File: src/hdl/clt_pkg.sv
// ---------------------------------------------------------------------------
// clt_pkg
// shared constants, types and helpers of the config line tokenizer
// ---------------------------------------------------------------------------
`default_nettype none

package clt_pkg;

  localparam int LINE_BYTES = 64;
  localparam int LINE_AW    = $clog2(LINE_BYTES);
  localparam int CNT_W      = $clog2(LINE_BYTES + 1);

  localparam logic [CNT_W-1:0] LINE_CNT = CNT_W'(LINE_BYTES);

  localparam int TDATA_W = 16;
  localparam int TUSER_W = 2;

  localparam logic [7:0] CH_NUL   = 8'h00;
  localparam logic [7:0] CH_TAB   = 8'h09;
  localparam logic [7:0] CH_LF    = 8'h0A;
  localparam logic [7:0] CH_CR    = 8'h0D;
  localparam logic [7:0] CH_SPACE = 8'h20;
  localparam logic [7:0] CH_QUOTE = 8'h22;
  localparam logic [7:0] CH_HASH  = 8'h23;

  typedef enum logic [1:0] {
    ROLE_KEYWORD = 2'd0,
    ROLE_TYPE    = 2'd1,
    ROLE_STRING  = 2'd2,
    ROLE_NONE    = 2'd3
  } role_t;

  // controller to datapath
  typedef struct packed {
    logic intake;       // store one line byte
    logic line_start;   // clear per-line parse results
    logic scan_start;   // rewind the scan pointer
    logic scan_run;     // advance the scan
    logic phase_parse;  // 0: end search, 1: token parse
    logic parse_fin;    // close the parse at the line end
    logic emit_start;   // point at the first keyword char
    logic out_load;     // load the output register
    logic out_status;   // load a status-only result
    logic line_clear;   // drop the stored line
  } cmd_t;

  // datapath to controller
  typedef struct packed {
    logic scan_done;
    logic out_free;
    logic emit_last;
    logic has_chars;
  } sts_t;

  function automatic logic is_blank(input logic [7:0] c);
    return (c == CH_SPACE) || (c == CH_TAB);
  endfunction

  function automatic logic is_tail(input logic [7:0] c);
    return (c == CH_SPACE) || (c == CH_TAB) || (c == CH_LF) || (c == CH_CR);
  endfunction

endpackage

`default_nettype wire

File: src/hdl/clt_ctrl.sv
// ---------------------------------------------------------------------------
// clt_ctrl
// sequencer: byte intake, end search, token parse and character emission
// ---------------------------------------------------------------------------
`default_nettype none

module clt_ctrl import clt_pkg::*; (
  input  wire logic clk,
  input  wire logic rst_n,
  input  wire logic in_tvalid,
  input  wire logic in_tlast,
  output logic      in_tready,
  output cmd_t      cmd,
  input  sts_t      sts
);

  typedef enum logic [2:0] {
    S_IDLE,
    S_ENDSCAN,
    S_PARSE,
    S_PICK,
    S_EMIT_RD,
    S_EMIT_LD,
    S_STATUS
  } state_t;

  state_t state_r, state_nxt;

  assign in_tready = (state_r == S_IDLE);

  always_comb begin
    cmd       = '0;
    state_nxt = state_r;
    unique case (state_r)
      S_IDLE: begin
        if (in_tvalid) begin
          if (in_tlast) begin
            cmd.line_start = 1'b1;
            cmd.scan_start = 1'b1;
            state_nxt      = S_ENDSCAN;
          end else begin
            cmd.intake = 1'b1;
          end
        end
      end
      S_ENDSCAN: begin
        if (sts.scan_done) begin
          cmd.scan_start = 1'b1;
          state_nxt      = S_PARSE;
        end else begin
          cmd.scan_run = 1'b1;
        end
      end
      S_PARSE: begin
        cmd.phase_parse = 1'b1;
        if (sts.scan_done) begin
          cmd.parse_fin = 1'b1;
          state_nxt     = S_PICK;
        end else begin
          cmd.scan_run = 1'b1;
        end
      end
      S_PICK: begin
        if (sts.has_chars) begin
          cmd.emit_start = 1'b1;
          state_nxt      = S_EMIT_RD;
        end else begin
          state_nxt = S_STATUS;
        end
      end
      S_EMIT_RD: state_nxt = S_EMIT_LD;
      S_EMIT_LD: begin
        if (sts.out_free) begin
          cmd.out_load = 1'b1;
          if (sts.emit_last) begin
            cmd.line_clear = 1'b1;
            state_nxt      = S_IDLE;
          end else begin
            state_nxt = S_EMIT_RD;
          end
        end
      end
      S_STATUS: begin
        if (sts.out_free) begin
          cmd.out_load   = 1'b1;
          cmd.out_status = 1'b1;
          cmd.line_clear = 1'b1;
          state_nxt      = S_IDLE;
        end
      end
      default: state_nxt = S_IDLE;
    endcase
  end

  always_ff @(posedge clk) begin
    if (!rst_n) begin
      state_r <= S_IDLE;
    end else begin
      state_r <= state_nxt;
    end
  end

endmodule

`default_nettype wire

File: config.mk
export PLATFORM = sky130hd
export DESIGN_NAME = clt_ctrl
export DESIGN_NICKNAME = d
export VERILOG_FILES = /design/src/hdl/clt_pkg.sv /design/src/hdl/clt_ctrl.sv
export SDC_FILE = /design/constraint.sdc
export NUM_CORES = 1
export LEC_CHECK = 0
export ABC_AREA = 1
export BUFFER_PORTS_ARGS = -buffer_cell sky130_fd_sc_hd__buf_2
export CAP_MARGIN = 25
export CORE_AREA = 8 8 45 47
export CTS_BUF_LIST = sky130_fd_sc_hd__clkbuf_2 sky130_fd_sc_hd__clkbuf_4 sky130_fd_sc_hd__clkbuf_8
export CTS_CLUSTER_DIAMETER = 40
export CTS_CLUSTER_SIZE = 8
export DETAILED_ROUTE_END_ITERATION = 7
export DIE_AREA = 0 0 53 55
export GPL_TIMING_DRIVEN = 0
export PLACE_DENSITY = 0.51
export SLEW_MARGIN = 10
export SYNTH_ARGS = -nofsm -noshare
export SYNTH_HDL_FRONTEND = slang
export SYNTH_SLANG_ARGS = --single-unit
File: constraint.sdc
create_clock -name clk -period 1.4 [get_ports clk]
set_clock_uncertainty 0.05 [all_clocks]
set_input_delay 0.28 -clock clk [delete_from_list [all_inputs] [get_ports clk]]
set_output_delay 0.28 -clock clk [all_outputs]
set_load 0.01 [all_outputs]
# ---- After elaboration in Yosys (flattened, before gate mapping)
# Cells that the tools add are included.
dict set report classes {
  n_eq_ne 12
  mux 27
  reduce_logical 3
}
# operator count
set op_table {}
lappend op_table {{$mux 3} 9}
lappend op_table {{$pmux 3 s7} 1}
lappend op_table {{$ne 2x2->1 const B} 6}
lappend op_table {{$mux 1} 10}
lappend op_table {{$eq 3x3->1 const B} 3}
lappend op_table {{$mux 2} 4}
lappend op_table {{$eq 3x2->1 const B} 2}
lappend op_table {{$pmux 1 s2} 3}
lappend op_table {{$reduce_and 6->1} 1}
lappend op_table {{$eq 3x1->1 const B} 1}
lappend op_table {{$logic_not 3->1} 1}
lappend op_table {{$reduce_or 2->1} 1}
dict set report totals {
  regBits 3
  output_inout_bits 11
  elab_cells 43
}

# ---- Logic depth before layout (Yosys ltp)
dict set report logic_depth {
  ltp_word 3
  depth_mapped 9
}

# ---- Worst setup path before layout
# No wires, ideal clock.
dict set report synth_path {
  path_kind {reg2out}
  from {register state_r[1]}
  to {output port cmd[7] (netlist bit)}
  arrival_time_ns 0.885
  path_slack_ns 0.185
  stages_incl_launch_ff 6
  path_cell_list {dfxtp_1 > inv_2 > nand2_2 > nor2_4 > inv_1 > o22ai_1}
}
# item line_no
set synth_lines {}
lappend synth_lines {{from (decl)} clt_ctrl.sv:27} ;# state_t state_r, state_nxt;
lappend synth_lines {{from (signal assigned)} clt_ctrl.sv:99} ;# state_r <= state_nxt;
lappend synth_lines {{to (decl)} clt_ctrl.sv:13} ;# output cmd_t cmd,

==> impl_metrics.tcl <==
set metrics [dict create \
    grt_pass1_wl_microns 1750 \
    wl_microns 1170 \
    start_util_pct 25.0 \
    hold_path_class "in -> reg" \
    grt_util_all_layers_pct 7.80 \
    violations "negative setup slack" \
    internal_power_mw 0.850 \
    hp-start "rst_n" \
    wl_met2_microns 603 \
    critical_path_required_ns 1.07 \
    drv_cap 0 \
    end_kind "output pin" \
    critPathKind "reg -> out" \
    placed_cell_area_sq_um 455 \
    wl_met3_microns 84 \
    die_y_microns 55 \
    drv_slew 0 \
    hold_viol_final 0 \
    yosys.area.top_type "dfxtp_1" \
    fin_area_sq_um 641 \
    syn_avg_cell_area_sq_um 5.76 \
    final_antenna_net_count 0 \
    max_stage_delay_ns 0.36 \
    hpwl_microns 757 \
    fin_ws_ns -0.0635 \
    h-tree-depth 1 \
    cts-root-buf "clkbuf_4" \
    p_clk_share_pct 11.4 \
    r2r_slack_ns 0.09 \
    clockBufferDepth 2 \
    dr.pass1.iters 3 \
    drc 0 \
    start_kind "register" \
    num_io_pins 19 \
    fmax_mhz 683 \
    p_sw_share_pct 44.8 \
    crit_slowest_cell "dfxtp_4" \
    syn_area_sq_um 345 \
    p_seq_share_pct 15.7 \
    hold_end "state_r[2]$_SDFFE_PN0P_" \
    largest_register_ffs 3 \
    wl_per_cell_microns 10.7 \
    r2r_end "state_r[1]$_SDFFE_PN0P_" \
    gp_congestion 0.742 \
    critPathArrivalTime_ns 1.13 \
    cts_buffers 3 \
    port_buffers 18 \
    grt_pass1_vias 435 \
    reg.largest.list "state_r: 3 flops" \
    fin_crit_sh_pct 105 \
    status "finished, violations left" \
    leakage_nw 0.373 \
    rr_worst_depth 9 \
    antenna_found_initial 0 \
    avgViaCountPerCell 4.25 \
    synth.yosys.warnings 0 \
    syn_to_final_growth_pct 85.5 \
    routed.top_layer "met3" \
    drtIter0Drc 5 \
    fill_cells 145 \
    fin_nets 103 \
    antennaDiodeCount 0 \
    dieWidth_microns 53 \
    grt_max_degree 9 \
    synth_top_area_share_pct 17.4 \
    power.density_nw_per_um2 2400 \
    num_vias 467 \
    r2r_start "state_r[2]$_SDFFE_PN0P_" \
    worst_pin_slew_ns 0.156 \
    pwr-share-comb_pct 72.9 \
    crit_family "flip-flops" \
    largest_register "state_r" \
    switchingPower_mw 0.689 \
    slew-limit-headroom_pct 89.6 \
    hold_buffers 0 \
    ys_types 17 \
    whs_path_depth 3 \
    met1_length_microns 484 \
    finish.utilization_pct 46.3 \
    fin_crit_ns 1.46 \
    path_cells "inv_6 -> buf_6 -> nand2_2 -> nand2_2 -> nand2_1 -> nor2_1 -> buf_2" \
    drive_above_1_share_pct 59.6 \
    cts_tree "yes" \
    grt_overflow 0 \
    syn_nets 68 \
    rows 14 \
    cp_num_buf_inv 3 \
    die_area_sq_um 2920 \
    vdd_drop_max_mv 0.904 \
    cts.sinks 3 \
    ys_ff_latch 3 \
    synth-seq-area-share_pct 17.4 \
    cp_common_cell "nand2_2" \
    core_sq_um 1380 \
    cts.clk_slew.worst_paths_ns 0.04 \
    worstSkewPairLatency_ns 0.23 \
    crit_fanout 5 \
    rsz0062_at_grt "true" \
    synth_area_leaders "dfxtp_1 (17%), nand2_1 (16%), nor2_1 (12%), inv_1 (11%), nand3_2 (8.7%)" \
    synthCells 60 \
    setup_viol 6 \
]
[layout by cell type, fill, tap and decap left out, types with 2 or more instances in the layout]
master	synthesis	final
o22ai_1	2	2
nand2_2	3	4
nand3_1	3	2
clkbuf_4	0	4
nand2_1	15	13
dfxtp_4	0	3
nand2_4	1	2
buf_6	1	6
buf_4	0	9
nand3_2	3	3
nor2_1	11	11
inv_1	10	7
inv_4	1	2
inv_2	2	3
buf_2	0	16
[final cells by class]
class	instances	area, sq um	share of cell area, %
well taps	16	20.0	3.13
repair buffers	31	215	33.6
flip-flops and latches	3	71.3	11.1
multi-input cells	43	245	38.3
clock buffers	4	30.0	4.69
inverters	13	58.8	9.18
[layer usage]
| metal | up-vias | track usage, % |
|---|---|---|
| met5 | - | 0 |
| met4 | 0 | 3.88 |
| met3 | 0 | 3.74 |
| met2 | 14 | 14.3 |
| met1 | 201 | 7.11 |
| li1 | 252 | - |
[power groups by stage]
stage               clock [mW]  sequential, mW  combinational [mW]
CTS                      0.181           0.234               0.924
global route             0.188           0.250                1.24
global placement             0           0.163               0.753
finish                   0.175           0.242                1.12
floorplan                    0           0.157               0.574
detailed placement           0           0.164               0.753
[tightest hold or removal path, delay by kind of cell]
family / cells / cell delay [ns]
buffers and inverters: 2 / 0.16
AND/OR/NAND/NOR: 1 / 0.03
[stage by stage]
stage	hold slack (ns)	std cells	total power, mW	worst slack, ns	TNS, ns
finish	0.227	110	1.54	-0.0635	-0.215
CTS	0.219	106	1.34	-0.0815	-0.329
detailed placement	0.476	94	0.917	0.129	0
floorplan	0.342	60	0.731	0.185	0
global route	0.238	110	1.68	-0.124	-0.837
global placement	0.477	94	0.916	0.126	0
[Yosys cell counts]
cell and instances:
nand2_1 15, nor2_1 11, inv_1 10, dfxtp_1 3
nand2_2 3, nand3_1 3, nand3_2 3, inv_2 2
o22ai_1 2, a31oi_1 1, buf_6 1, inv_4 1
nand2_4 1, nand4_1 1, nor2_2 1, nor2_4 1
o211ai_1 1
[what timing repair did]
| action | CTS | global route |
|---|---|---|
| resized for setup | 13 | 10 |
| pin swaps | 2 | 4 |
| buffers inserted | 9 | 4 |
| endpoints found under the setup margin | 9 | 10 |
[how the worst max path moves through the flow]
stage | from | end | slack [ns] | cells after the start
after floorplan | state_r[1]$_SDFFE_PN0P_ | cmd[7] | 0.18 | 5
after global placement | state_r[1]$_SDFFE_PN0P_ | cmd[7] | 0.13 | 6
after detailed placement | state_r[1]$_SDFFE_PN0P_ | cmd[7] | 0.13 | 6
after CTS | state_r[1]$_SDFFE_PN0P_ | cmd[7] | -0.08 | 6
after global routing | state_r[1]$_SDFFE_PN0P_ | cmd[2] | -0.12 | 7
final | state_r[1]$_SDFFE_PN0P_ | cmd[2] | -0.06 | 7
[cell families (layout without fill, tap and decap cells)]
logic type / Yosys count / after routing / synth area share [%]
DFF: 3 / 3 / 17.4
AOI/OAI and AO/OA: 4 / 4 / 7.61
and+or+nand+nor: 39 / 39 / 56.9
buffers and inverters: 14 / 48 / 18.1
(Power assumes the default switching activity.)
