`config.mk`:
```
export PLATFORM = sky130hd
export DESIGN_NAME = clt_dp
export DESIGN_NICKNAME = d
export VERILOG_FILES = /design/src/hdl/clt_pkg.sv /design/src/hdl/clt_dp.sv
export SDC_FILE = /design/constraint.sdc
export NUM_CORES = 1
export LEC_CHECK = 0
export ABC_AREA = 1
export BUFFER_PORTS_ARGS = -buffer_cell sky130_fd_sc_hd__buf_4
export CORE_MARGIN = 2
export CORE_UTILIZATION = 30
export CTS_CLUSTER_SIZE = 14
export DETAILED_ROUTE_END_ITERATION = 6
export PLACE_DENSITY = 0.46
export SETUP_SLACK_MARGIN = 0.5
export SLEW_MARGIN = 10
export SYNTH_ARGS = -nofsm -noshare
export SYNTH_HDL_FRONTEND = slang
export SYNTH_SLANG_ARGS = --single-unit
```
`constraint.sdc`:
```
create_clock -name clk -period 2.8 [get_ports clk]
set_input_delay 0 -clock clk [delete_from_list [all_inputs] [get_ports clk]]
set_output_delay 0 -clock clk [all_outputs]
set_load 0.05 [all_outputs]
```
`src/hdl/clt_pkg.sv`:
```
// ---------------------------------------------------------------------------
// clt_pkg
// shared constants, types and helpers of the config line tokenizer
// ---------------------------------------------------------------------------
`default_nettype none

package clt_pkg;

  localparam int LINE_BYTES = 64;
  localparam int LINE_AW    = $clog2(LINE_BYTES);
  localparam int CNT_W      = $clog2(LINE_BYTES + 1);

  localparam logic [CNT_W-1:0] LINE_CNT = CNT_W'(LINE_BYTES);

  localparam int TDATA_W = 16;
  localparam int TUSER_W = 2;

  localparam logic [7:0] CH_NUL   = 8'h00;
  localparam logic [7:0] CH_TAB   = 8'h09;
  localparam logic [7:0] CH_LF    = 8'h0A;
  localparam logic [7:0] CH_CR    = 8'h0D;
  localparam logic [7:0] CH_SPACE = 8'h20;
  localparam logic [7:0] CH_QUOTE = 8'h22;
  localparam logic [7:0] CH_HASH  = 8'h23;

  typedef enum logic [1:0] {
    ROLE_KEYWORD = 2'd0,
    ROLE_TYPE    = 2'd1,
    ROLE_STRING  = 2'd2,
    ROLE_NONE    = 2'd3
  } role_t;

  // controller to datapath
  typedef struct packed {
    logic intake;       // store one line byte
    logic line_start;   // clear per-line parse results
    logic scan_start;   // rewind the scan pointer
    logic scan_run;     // advance the scan
    logic phase_parse;  // 0: end search, 1: token parse
    logic parse_fin;    // close the parse at the line end
    logic emit_start;   // point at the first keyword char
    logic out_load;     // load the output register
    logic out_status;   // load a status-only result
    logic line_clear;   // drop the stored line
  } cmd_t;

  // datapath to controller
  typedef struct packed {
    logic scan_done;
    logic out_free;
    logic emit_last;
    logic has_chars;
  } sts_t;

  function automatic logic is_blank(input logic [7:0] c);
    return (c == CH_SPACE) || (c == CH_TAB);
  endfunction

  function automatic logic is_tail(input logic [7:0] c);
    return (c == CH_SPACE) || (c == CH_TAB) || (c == CH_LF) || (c == CH_CR);
  endfunction

endpackage

`default_nettype wire

```
`src/hdl/clt_dp.sv`:
```
// ---------------------------------------------------------------------------
// clt_dp
// line store, scan pointer, token boundary finder and output register
// ---------------------------------------------------------------------------
`default_nettype none

module clt_dp import clt_pkg::*; (
  input  wire logic               clk,
  input  wire logic               rst_n,
  input  cmd_t                    cmd,
  output sts_t                    sts,
  input  wire logic [7:0]         in_byte,
  output logic                    out_tvalid,
  input  wire logic               out_tready,
  output logic [TDATA_W-1:0]      out_tdata,
  output logic [TUSER_W-1:0]      out_tuser,
  output logic                    out_tlast
);

  typedef enum logic [3:0] {
    P_LEAD, P_KW, P_SEP1, P_Q1, P_T1, P_SEP2, P_Q2, P_T2, P_DONE
  } pst_t;

  logic [7:0]       mem [LINE_BYTES];
  logic [CNT_W-1:0] fill_r, fill_nxt;
  logic             ovf_r, ovf_nxt;
  logic             zero_r, zero_nxt;
  logic             mem_we;

  logic [CNT_W-1:0] ptr_r, ptr_nxt;
  logic             rdv_r, rdv_nxt;
  logic             halt_r, halt_nxt;
  logic [CNT_W-1:0] rdi_r;
  logic [7:0]       rdd_r;
  logic [CNT_W-1:0] end_r, end_nxt;

  pst_t             pst_r, pst_nxt;
  logic [1:0]       cnt_r, cnt_nxt;
  logic             err_r, err_nxt;
  logic             typ_r, typ_nxt;
  logic [CNT_W-1:0] s0_r, s1_r, s2_r, e0_r, e1_r, e2_r;
  logic [CNT_W-1:0] s0_nxt, s1_nxt, s2_nxt, e0_nxt, e1_nxt, e2_nxt;

  logic [1:0]       seg_r, seg_nxt;
  logic             out_v_r, out_v_nxt;
  logic [TDATA_W-1:0] odata_r;
  logic [TUSER_W-1:0] ouser_r;
  logic             olast_r;

  logic [CNT_W-1:0] lim;
  logic             fetch_ok;
  logic             proc;
  logic [7:0]       c;
  logic [CNT_W-1:0] i1;
  logic [CNT_W-1:0] cur_e;
  logic [CNT_W-1:0] next_s;
  logic [CNT_W-1:0] ptr_inc;
  logic             at_seg_end;
  logic             emit_last;
  role_t            em_role;

  // scan control
  assign lim      = cmd.phase_parse ? end_r : fill_r;
  assign fetch_ok = (ptr_r < lim) && !halt_r;
  assign proc     = cmd.scan_run && rdv_r && !halt_r;
  assign c        = rdd_r;
  assign i1       = rdi_r + CNT_W'(1);
  assign ptr_inc  = ptr_r + CNT_W'(1);

  // emission segment selection
  always_comb begin
    unique case (seg_r)
      2'd0:    begin cur_e = e0_r; next_s = s1_r; em_role = ROLE_KEYWORD; end
      2'd1:    begin
        cur_e   = e1_r;
        next_s  = s2_r;
        em_role = typ_r ? ROLE_TYPE : ROLE_STRING;
      end
      default: begin cur_e = e2_r; next_s = s2_r; em_role = ROLE_STRING; end
    endcase
  end

  assign at_seg_end = (ptr_inc == cur_e);
  assign emit_last  = at_seg_end && ((seg_r + 2'd1) == cnt_r);

  assign sts.scan_done = (halt_r || (ptr_r >= lim)) && !rdv_r;
  assign sts.out_free  = !out_v_r || out_tready;
  assign sts.emit_last = emit_last;
  assign sts.has_chars = (cnt_r != 2'd0) && !err_r;

  // byte intake and line bookkeeping
  always_comb begin
    fill_nxt = fill_r;
    ovf_nxt  = ovf_r;
    zero_nxt = zero_r;
    mem_we   = 1'b0;
    if (cmd.line_clear) begin
      fill_nxt = '0;
      ovf_nxt  = 1'b0;
      zero_nxt = 1'b0;
    end else if (cmd.intake && !zero_r) begin
      if (in_byte == CH_NUL) begin
        zero_nxt = 1'b1;
      end else if (fill_r < LINE_CNT) begin
        mem_we   = 1'b1;
        fill_nxt = fill_r + CNT_W'(1);
      end else begin
        ovf_nxt = 1'b1;
      end
    end
  end

  // scan pointer, end search
  always_comb begin
    ptr_nxt  = ptr_r;
    rdv_nxt  = 1'b0;
    halt_nxt = halt_r;
    end_nxt  = end_r;
    seg_nxt  = seg_r;
    if (cmd.scan_start) begin
      ptr_nxt  = '0;
      halt_nxt = 1'b0;
    end else if (cmd.scan_run) begin
      rdv_nxt = fetch_ok;
      if (fetch_ok) ptr_nxt = ptr_inc;
    end else if (cmd.emit_start) begin
      ptr_nxt = s0_r;
      seg_nxt = 2'd0;
    end else if (cmd.out_load && !cmd.out_status) begin
      if (at_seg_end) begin
        ptr_nxt = next_s;
        seg_nxt = seg_r + 2'd1;
      end else begin
        ptr_nxt = ptr_inc;
      end
    end
    if (cmd.line_start) begin
      end_nxt = '0;
    end else if (proc && !cmd.phase_parse) begin
      // line content stops at the first hash, trailing blanks and line ends trimmed
      if (c == CH_HASH) halt_nxt = 1'b1;
      else if (!is_tail(c)) end_nxt = i1;
    end
  end

  // token boundary finder
  always_comb begin
    pst_nxt = pst_r;
    cnt_nxt = cnt_r;
    err_nxt = err_r;
    typ_nxt = typ_r;
    s0_nxt = s0_r; s1_nxt = s1_r; s2_nxt = s2_r;
    e0_nxt = e0_r; e1_nxt = e1_r; e2_nxt = e2_r;
    if (cmd.line_start) begin
      pst_nxt = P_LEAD;
      cnt_nxt = 2'd0;
      err_nxt = 1'b0;
      typ_nxt = 1'b0;
    end else if (proc && cmd.phase_parse) begin
      unique case (pst_r)
        P_LEAD: if (!is_blank(c)) begin s0_nxt = rdi_r; pst_nxt = P_KW; end
        P_KW: begin
          if (is_blank(c)) begin
            e0_nxt  = rdi_r;
            cnt_nxt = 2'd1;
            pst_nxt = P_SEP1;
          end
        end
        P_SEP1: begin
          if (c == CH_QUOTE) begin
            s1_nxt  = i1;
            pst_nxt = P_Q1;
          end else if (!is_blank(c)) begin
            s1_nxt  = rdi_r;
            pst_nxt = P_T1;
          end
        end
        P_Q1: begin
          if (c == CH_QUOTE) begin
            e1_nxt = rdi_r;
            // empty quoted second token ends the parse
            if (s1_r == rdi_r) begin
              pst_nxt = P_DONE;
            end else begin
              cnt_nxt = 2'd2;
              pst_nxt = P_SEP2;
            end
          end
        end
        P_T1: begin
          if (is_blank(c)) begin
            e1_nxt  = rdi_r;
            cnt_nxt = 2'd2;
            pst_nxt = P_SEP2;
          end
        end
        P_SEP2: begin
          if (!is_blank(c)) begin
            typ_nxt = 1'b1;
            if (c == CH_QUOTE) begin
              s2_nxt  = i1;
              pst_nxt = P_Q2;
            end else begin
              s2_nxt  = rdi_r;
              pst_nxt = P_T2;
            end
          end
        end
        P_Q2: begin
          if (c == CH_QUOTE) begin
            e2_nxt = rdi_r;
            if (s2_r != rdi_r) cnt_nxt = 2'd3;
            pst_nxt = P_DONE;
          end
        end
        P_T2: begin
          if (is_blank(c)) begin
            e2_nxt  = rdi_r;
            cnt_nxt = 2'd3;
            pst_nxt = P_DONE;
          end
        end
        P_DONE: ;
        default: pst_nxt = P_DONE;
      endcase
    end else if (cmd.parse_fin) begin
      // line end closes whatever unquoted token is open; an open quote sets the quote error
      unique case (pst_r)
        P_KW:   begin e0_nxt = end_r; cnt_nxt = 2'd1; end
        P_Q1:   err_nxt = 1'b1;
        P_T1:   begin e1_nxt = end_r; cnt_nxt = 2'd2; end
        P_Q2:   err_nxt = 1'b1;
        P_T2:   begin e2_nxt = end_r; cnt_nxt = 2'd3; end
        default: ;
      endcase
      pst_nxt = P_DONE;
    end
  end

  assign out_v_nxt = cmd.out_load ? 1'b1 : (out_tready ? 1'b0 : out_v_r);

  always_ff @(posedge clk) begin
    if (!rst_n) begin
      fill_r  <= '0;
      ovf_r   <= 1'b0;
      zero_r  <= 1'b0;
      ptr_r   <= '0;
      rdv_r   <= 1'b0;
      halt_r  <= 1'b0;
      end_r   <= '0;
      pst_r   <= P_DONE;
      cnt_r   <= 2'd0;
      err_r   <= 1'b0;
      typ_r   <= 1'b0;
      seg_r   <= 2'd0;
      out_v_r <= 1'b0;
    end else begin
      fill_r  <= fill_nxt;
      ovf_r   <= ovf_nxt;
      zero_r  <= zero_nxt;
      ptr_r   <= ptr_nxt;
      rdv_r   <= rdv_nxt;
      halt_r  <= halt_nxt;
      end_r   <= end_nxt;
      pst_r   <= pst_nxt;
      cnt_r   <= cnt_nxt;
      err_r   <= err_nxt;
      typ_r   <= typ_nxt;
      seg_r   <= seg_nxt;
      out_v_r <= out_v_nxt;
    end
  end

  // line store, one write and one registered read per cycle
  always_ff @(posedge clk) begin
    if (mem_we) mem[fill_r[LINE_AW-1:0]] <= in_byte;
    rdd_r <= mem[ptr_r[LINE_AW-1:0]];
  end

  always_ff @(posedge clk) begin
    if (cmd.scan_run) rdi_r <= ptr_r;
    s0_r <= s0_nxt; s1_r <= s1_nxt; s2_r <= s2_nxt;
    e0_r <= e0_nxt; e1_r <= e1_nxt; e2_r <= e2_nxt;
    if (cmd.out_load) begin
      if (cmd.out_status) begin
        ouser_r <= ROLE_NONE;
        olast_r <= 1'b1;
        odata_r <= {4'd0, ovf_r, err_r, (err_r ? 2'd0 : cnt_r), 8'd0};
      end else begin
        ouser_r <= em_role;
        olast_r <= emit_last;
        odata_r <= {4'd0, (emit_last & ovf_r), 1'b0,
                    (emit_last ? cnt_r : 2'd0), rdd_r};
      end
    end
  end

  assign out_tvalid = out_v_r;
  assign out_tdata  = odata_r;
  assign out_tuser  = ouser_r;
  assign out_tlast  = olast_r;

endmodule

`default_nettype wire

```
## Yosys cells after proc, flatten, opt, wreduce, memory -nomap -nowiden

Memories as Yosys holds them, arrays and structs flattened. A register that Yosys moved wholly into a read port is not among the register bits.
Cells that the tools add are included.

- Bits of input ports: 21
- Register bits after elaboration: 104
- RAM bits: 512
- Output and inout bits: 24
- Memories kept: 1
- Word-level logic and storage cells: 218

- Muxes and demuxes: 71
- Eq/ne operators: 42
- $add $sub $neg: 4
- $lt $le $gt $ge: 3
- Bitwise operators: 11
- Reductions and logical operators: 60

Memories:

| name | depth | width | rd ports | clocked after memory_dff | wr ports | RTL line | source |
|---|---|---|---|---|---|---|---|
| mem | 64 | 8 | 1 | 1 | 1 | clt_dp.sv:24 | `logic [7:0] mem [LINE_BYTES];` |

Operators with widths:

| cell | number |
|---|---|
| 2-to-1 mux 7 bit | 22 |
| 2-to-1 mux 4 bit | 13 |
| one-hot mux 7 bit (2 select lines) | 3 |
| one-hot mux 4 bit (9 select lines) | 1 |
| != test 4 bit, second input constant | 8 |
| 2-to-1 mux 2 bit | 15 |
| != test 3 bit, second input constant | 10 |
| AND reduction 10 bit | 3 |
| equality test 8 x 4 -> 1 bit, second input constant | 3 |
| equality test 8 x 6 -> 1 bit, second input constant | 3 |
| adder 7 x 1 -> 7 bit, second input constant | 3 |
| AND reduction 4 bit | 5 |
| nonzero test 2 bit | 9 |
| equality test 4 x 3 -> 1 bit, second input constant | 4 |
| AND reduction 3 bit | 5 |
| equality test 7 bit | 2 |
| 2-to-1 mux 1 bit | 13 |
| 2-to-1 mux 12 bit | 1 |
| AND reduction 6 bit | 2 |
| logical AND 1 bit | 10 |
| inverter 1 bit | 10 |
| one-hot mux 2 bit (5 select lines) | 1 |
| equality test 4 x 2 -> 1 bit, second input constant | 2 |
| logical NOT 8 bit | 1 |
| 25 further kinds | 42 |

## Logic depth before layout (Yosys ltp)

- Depth in word-level cells: 7
- Mapped depth: 18
- Depth with buffers taken out: 17

## Worst setup path before layout

No wires, ideal clock.

- Path kind: register to register
- From: reg ptr_r[0]
- To: reg ptr_r[4]
- Library setup time: 0.125 ns
- Data required time: 2.675 ns
- Data arrival time: 2.097 ns
- Path slack: 0.578 ns
- Cell stages (with the launch flop): 16
- Buffers on the path: 5
- Period minus slack after synthesis: 2.222 ns
- Path through: dfxtp_1 buf_6 buf_8 inv_2 buf_2 buf_4 ha_1 o21ai_0 nand4_1 o211ai_1 nor2_1 nand2_1 nand2_1 clkbuf_1 o21ai_0 a21oi_2

- Word-level cells in the longest chain between the ends: 6
- Elaborated cells between the ends (all ways): 11
- Classes of those cells: add/sub: 1; order compare: 1; eq/ne: 2; mux: 5; reduce/logical: 2

RTL lines:

| element | RTL line | source |
|---|---|---|
| start: declaration | clt_dp.sv:30 | `logic [CNT_W-1:0] ptr_r, ptr_nxt;` |
| start signal: assignment | clt_dp.sv:261 | `ptr_r <= ptr_nxt;` |
| adder 7 x 1 -> 7 bit | clt_dp.sv:68 | `assign ptr_inc = ptr_r + CNT_W'(1);` |
| equality test 7 bit | clt_dp.sv:83 | `assign at_seg_end = (ptr_inc == cur_e);` |
| 2-to-1 mux 7 bit | clt_dp.sv:130 | `if (at_seg_end) begin` |
| 2-to-1 mux 7 bit | clt_dp.sv:129 | `end else if (cmd.out_load && !cmd.out_status) begin` |
| 2-to-1 mux 7 bit | clt_dp.sv:126 | `end else if (cmd.emit_start) begin` |
| 2-to-1 mux 7 bit | clt_dp.sv:123 | `end else if (cmd.scan_run) begin` |

Parallel ways exist; a longest one is shown, timed or not. The select of a mux whose other input is x is not followed.
A chain may end at the register's enable or synchronous reset.

==> metrics.md <==
| Metric | Value |
|---|---|
| Arrival time at the worst endpoint | `around 2.5 ns` |
| Die width | `between 200 and 300 um` |
| Post-synth EDFFs | `about 580` |
| P_leak | `approximately 0.011 uW` |
| Fin crit period | `approximately 2.4 ns` |
| Final hold vios | `0` |
| Max Cap Viol | `0` |
| Syn_area_per_cell | `between 10 and 15 um2` |
| Yosys reg bits | `slightly above 600` |
| Peak VDD IR | `between 0.4 and 0.5 mV` |
| Seq/Total Area, Yosys | `0.697` |
| Row count | `around 110` |
| Antenna diode count | `0` |
| Layout Skew | `0.0302 ns` |
| CTS root buffer | `clkbuf_16` |
| CORE AREA | `86500 um2` |
| TNS Setup | `0 ns` |
| CTS H-tree lvls | `3` |
| Clock sinks | `620` |
| Hold WC Path Type | `in2reg` |
| Final net count | `2307` |
| Setup crit end kind | `primary output` |
| Max stage delay on crit path | `0.38 ns` |
| Relative slew slack | `0.364` |
| Final Cycle Share | `0.875` |
| Hpwl dp | `46.6 mm` |
| Largest delay share family, worst path | `buffers and inverters` |
| RD Place Congestion | `between 0.8 and 0.9` |
| Share of layout cells above drive strength 1 | `0.185` |
| GRT Total Usage | `0.164` |
| Clk buf depth | `3` |
| Setup violators final | `0` |
| Drt via density | `around 5` |
| ANT nets after route | `0` |
| First-pass GRT wire length | `roughly 110 mm` |
| CP bufs+invs | `4` |
| DR WL/cell | `around 22 um` |
| Pre-antenna DRT Iters | `5` |
| Pin count of the biggest net entering global routing | `a little under 80` |
| Synth warnings | `0` |
| Routed wire length | `76.0 mm` |
| Clock buffer count from CTS | `72` |
| P&R area growth vs syn | `21.4%` |
| Min Hold Slack | `approximately 0.10 ns` |
| Clk Latency, worst-skew pair | `just over 0.6 ns` |
| Commonest non-fill, non-tap cell in the layout | `edfxtp_1` |
| Slew @ Worst Pin | `about 0.95 ns` |
| Unique masters post-synth | `53` |
| Final slew viol count | `0` |
| Ys async rst share | `0` |
| Vias in the first global route | `roughly 17000` |
| Die Area | `between 80000 and 90000 um2` |
| Initial Util | `0.302` |
| Initial antenna violation count | `1` |
| Die height | `between 200 and 300 um` |
| Clock-pin slew on the worst setup and hold paths | `0.06 ns` |
| Post-Syn Area | `about 26000 um2` |
| Status | `completed` |
| Power Dens Cells | `691 nW/um2` |
| Gr ovfl total | `0` |
| Port Buffer Count | `40` |
| Worst setup SP type | `flop` |
| Most frequent cells in the layout | `edfxtp_1 (576), nor2_1 (325), o21ai_0 (229)` |
| Slowest CP cell | `dfxtp_2` |
| Drt drc | `0` |
| Critical Path RT | `between 2 and 3 ns` |
| Dominant synthesized flop cell | `edfxtp_1` |
| Vias | `17500` |
| Worst path cell trace | `inv_1 > nand2_1 > o21ai_0 > ha_1 > nand3_1 > nor3b_1 > o31ai_1 > buf_4 > inv_2 > buf_8` |
| RSZ-0062 raised after global routing | `yes` |
| Syn Inst Count | `roughly 2100` |
| CTS tree | `built` |
| WS Path Type | `reg2out` |
| Achievable Freq | `408 MHz` |
| Worst Path Max Fanout | `7` |
| Drt initial violations | `about 1400` |
| # IOs | `45` |
kinds of logic after synthesis:
logic type                 Yosys count  share of synthesized area
adders and majority gates           13                    0.00623
other                                1                   0.000144
xor gates and xnor gates            23                    0.00801
AOI/OAI and AO/OA                  486                      0.113
DFF                                620                      0.697
muxes                               68                     0.0261
buffers and inverters              213                     0.0364
and+or+nand+nor                    683                      0.113
metrics by stage:
step | power (uW) | utilization | std cells | setup WS (ns) | area [um2]
global route | 22600 | 0.366 | 3485 | 0.197 | 31700
global placement | 12300 | 0.327 | 3301 | 0.178 | 28300
CTS | 21900 | 0.359 | 3459 | 0.247 | 31000
floorplan | 11600 | - | 2110 | 0.578 | 26100
finish | 21900 | 0.366 | 3485 | 0.351 | 31700
detailed placement | 12300 | 0.327 | 3301 | 0.158 | 28300
metal layers:
metal  vias up  global-route usage  part of all wire  routed length, um
met1      8763               0.226              0.46              34600
li1       8127                   -                 -                  -
met4         0              0.0505             0.027               2020
met3       130              0.0256             0.047               3570
met5         -                   0                 0                  0
met2       475               0.267              0.47              35800
tightest hold or removal path, cell delays in order:
cell and delay [ns]:
buf_4 0.15, nand2_2 0.24, a21oi_1 0.07, o21ai_0 0.17
nor2_1 0.05
synth_stat cells (all sizes together) (3+ instances only):
master / number / area, um2
o211ai: 69 / 518
o22ai: 64 / 400
nor2: 350 / 1380
o21ai: 239 / 1200
xnor2: 4 / 35.0
nor3: 18 / 126
xor2: 19 / 174
nand3: 98 / 536
inv: 91 / 344
nand3b: 3 / 26.3
nand2: 196 / 776
nand4: 13 / 81.3
o221ai: 64 / 561
dfxtp: 44 / 881
ha: 13 / 163
buf: 55 / 353
mux2i: 68 / 681
clkbuf: 65 / 244
a21oi: 42 / 218
edfxtp: 576 / 17300
area by class of cell:
class | count | area [um2]
well taps | 1155 | 1450
clock buffers | 90 | 1930
inverters | 93 | 380
clock inverters | 41 | 468
flip-flops and latches | 620 | 18200
fillers | 8430 | 54800
repair buffers | 209 | 1970
multi-input cells | 1277 | 7270
state kept, by name (all words and copies together) (netlist names), 2 cells and up:
name	flops
s1_r	7
e2_r	7
c	8
s0_r	7
mem	512
s2_r	7
out_tuser	2
rdi_r	7
seg_r	2
pst_r	4
e0_r	7
end_r	7
ptr_r	7
out_tdata	12
fill_r	7
e1_r	7
cnt_r	2
report_power, final:
group          leakage [uW]  switching, uW  internal [uW]
registers           0.00557            104          10200
logic               0.00393           1400            681
clock network       0.00116           3820           5670
total                0.0107           5330          16600
repair_timing:
item                                   4_1_cts  5_1_grt
gates resized for setup                     39       95
hold buffers                                16        0
pin swaps                                    7       37
setup buffers                               11       22
endpoints found under the hold margin       86        0
setup endpoints to repair                  178      351
gates cloned                                 0        4
final timing paths:
kind | from | to | slack (ns) | depth (start not counted)
setup / recovery | fill_r[3] | sts[3] | 0.35 | 10
hold / removal | cmd[5] | pst_r[1] | 0.10 | 5
setup reg to reg | fill_r[0] | ptr_r[1] | 0.37 | 16
hold reg to reg | fill_r[5] | fill_r[5] | 0.50 | 1
No activity file was read; power rests on OpenSTA's default activity.
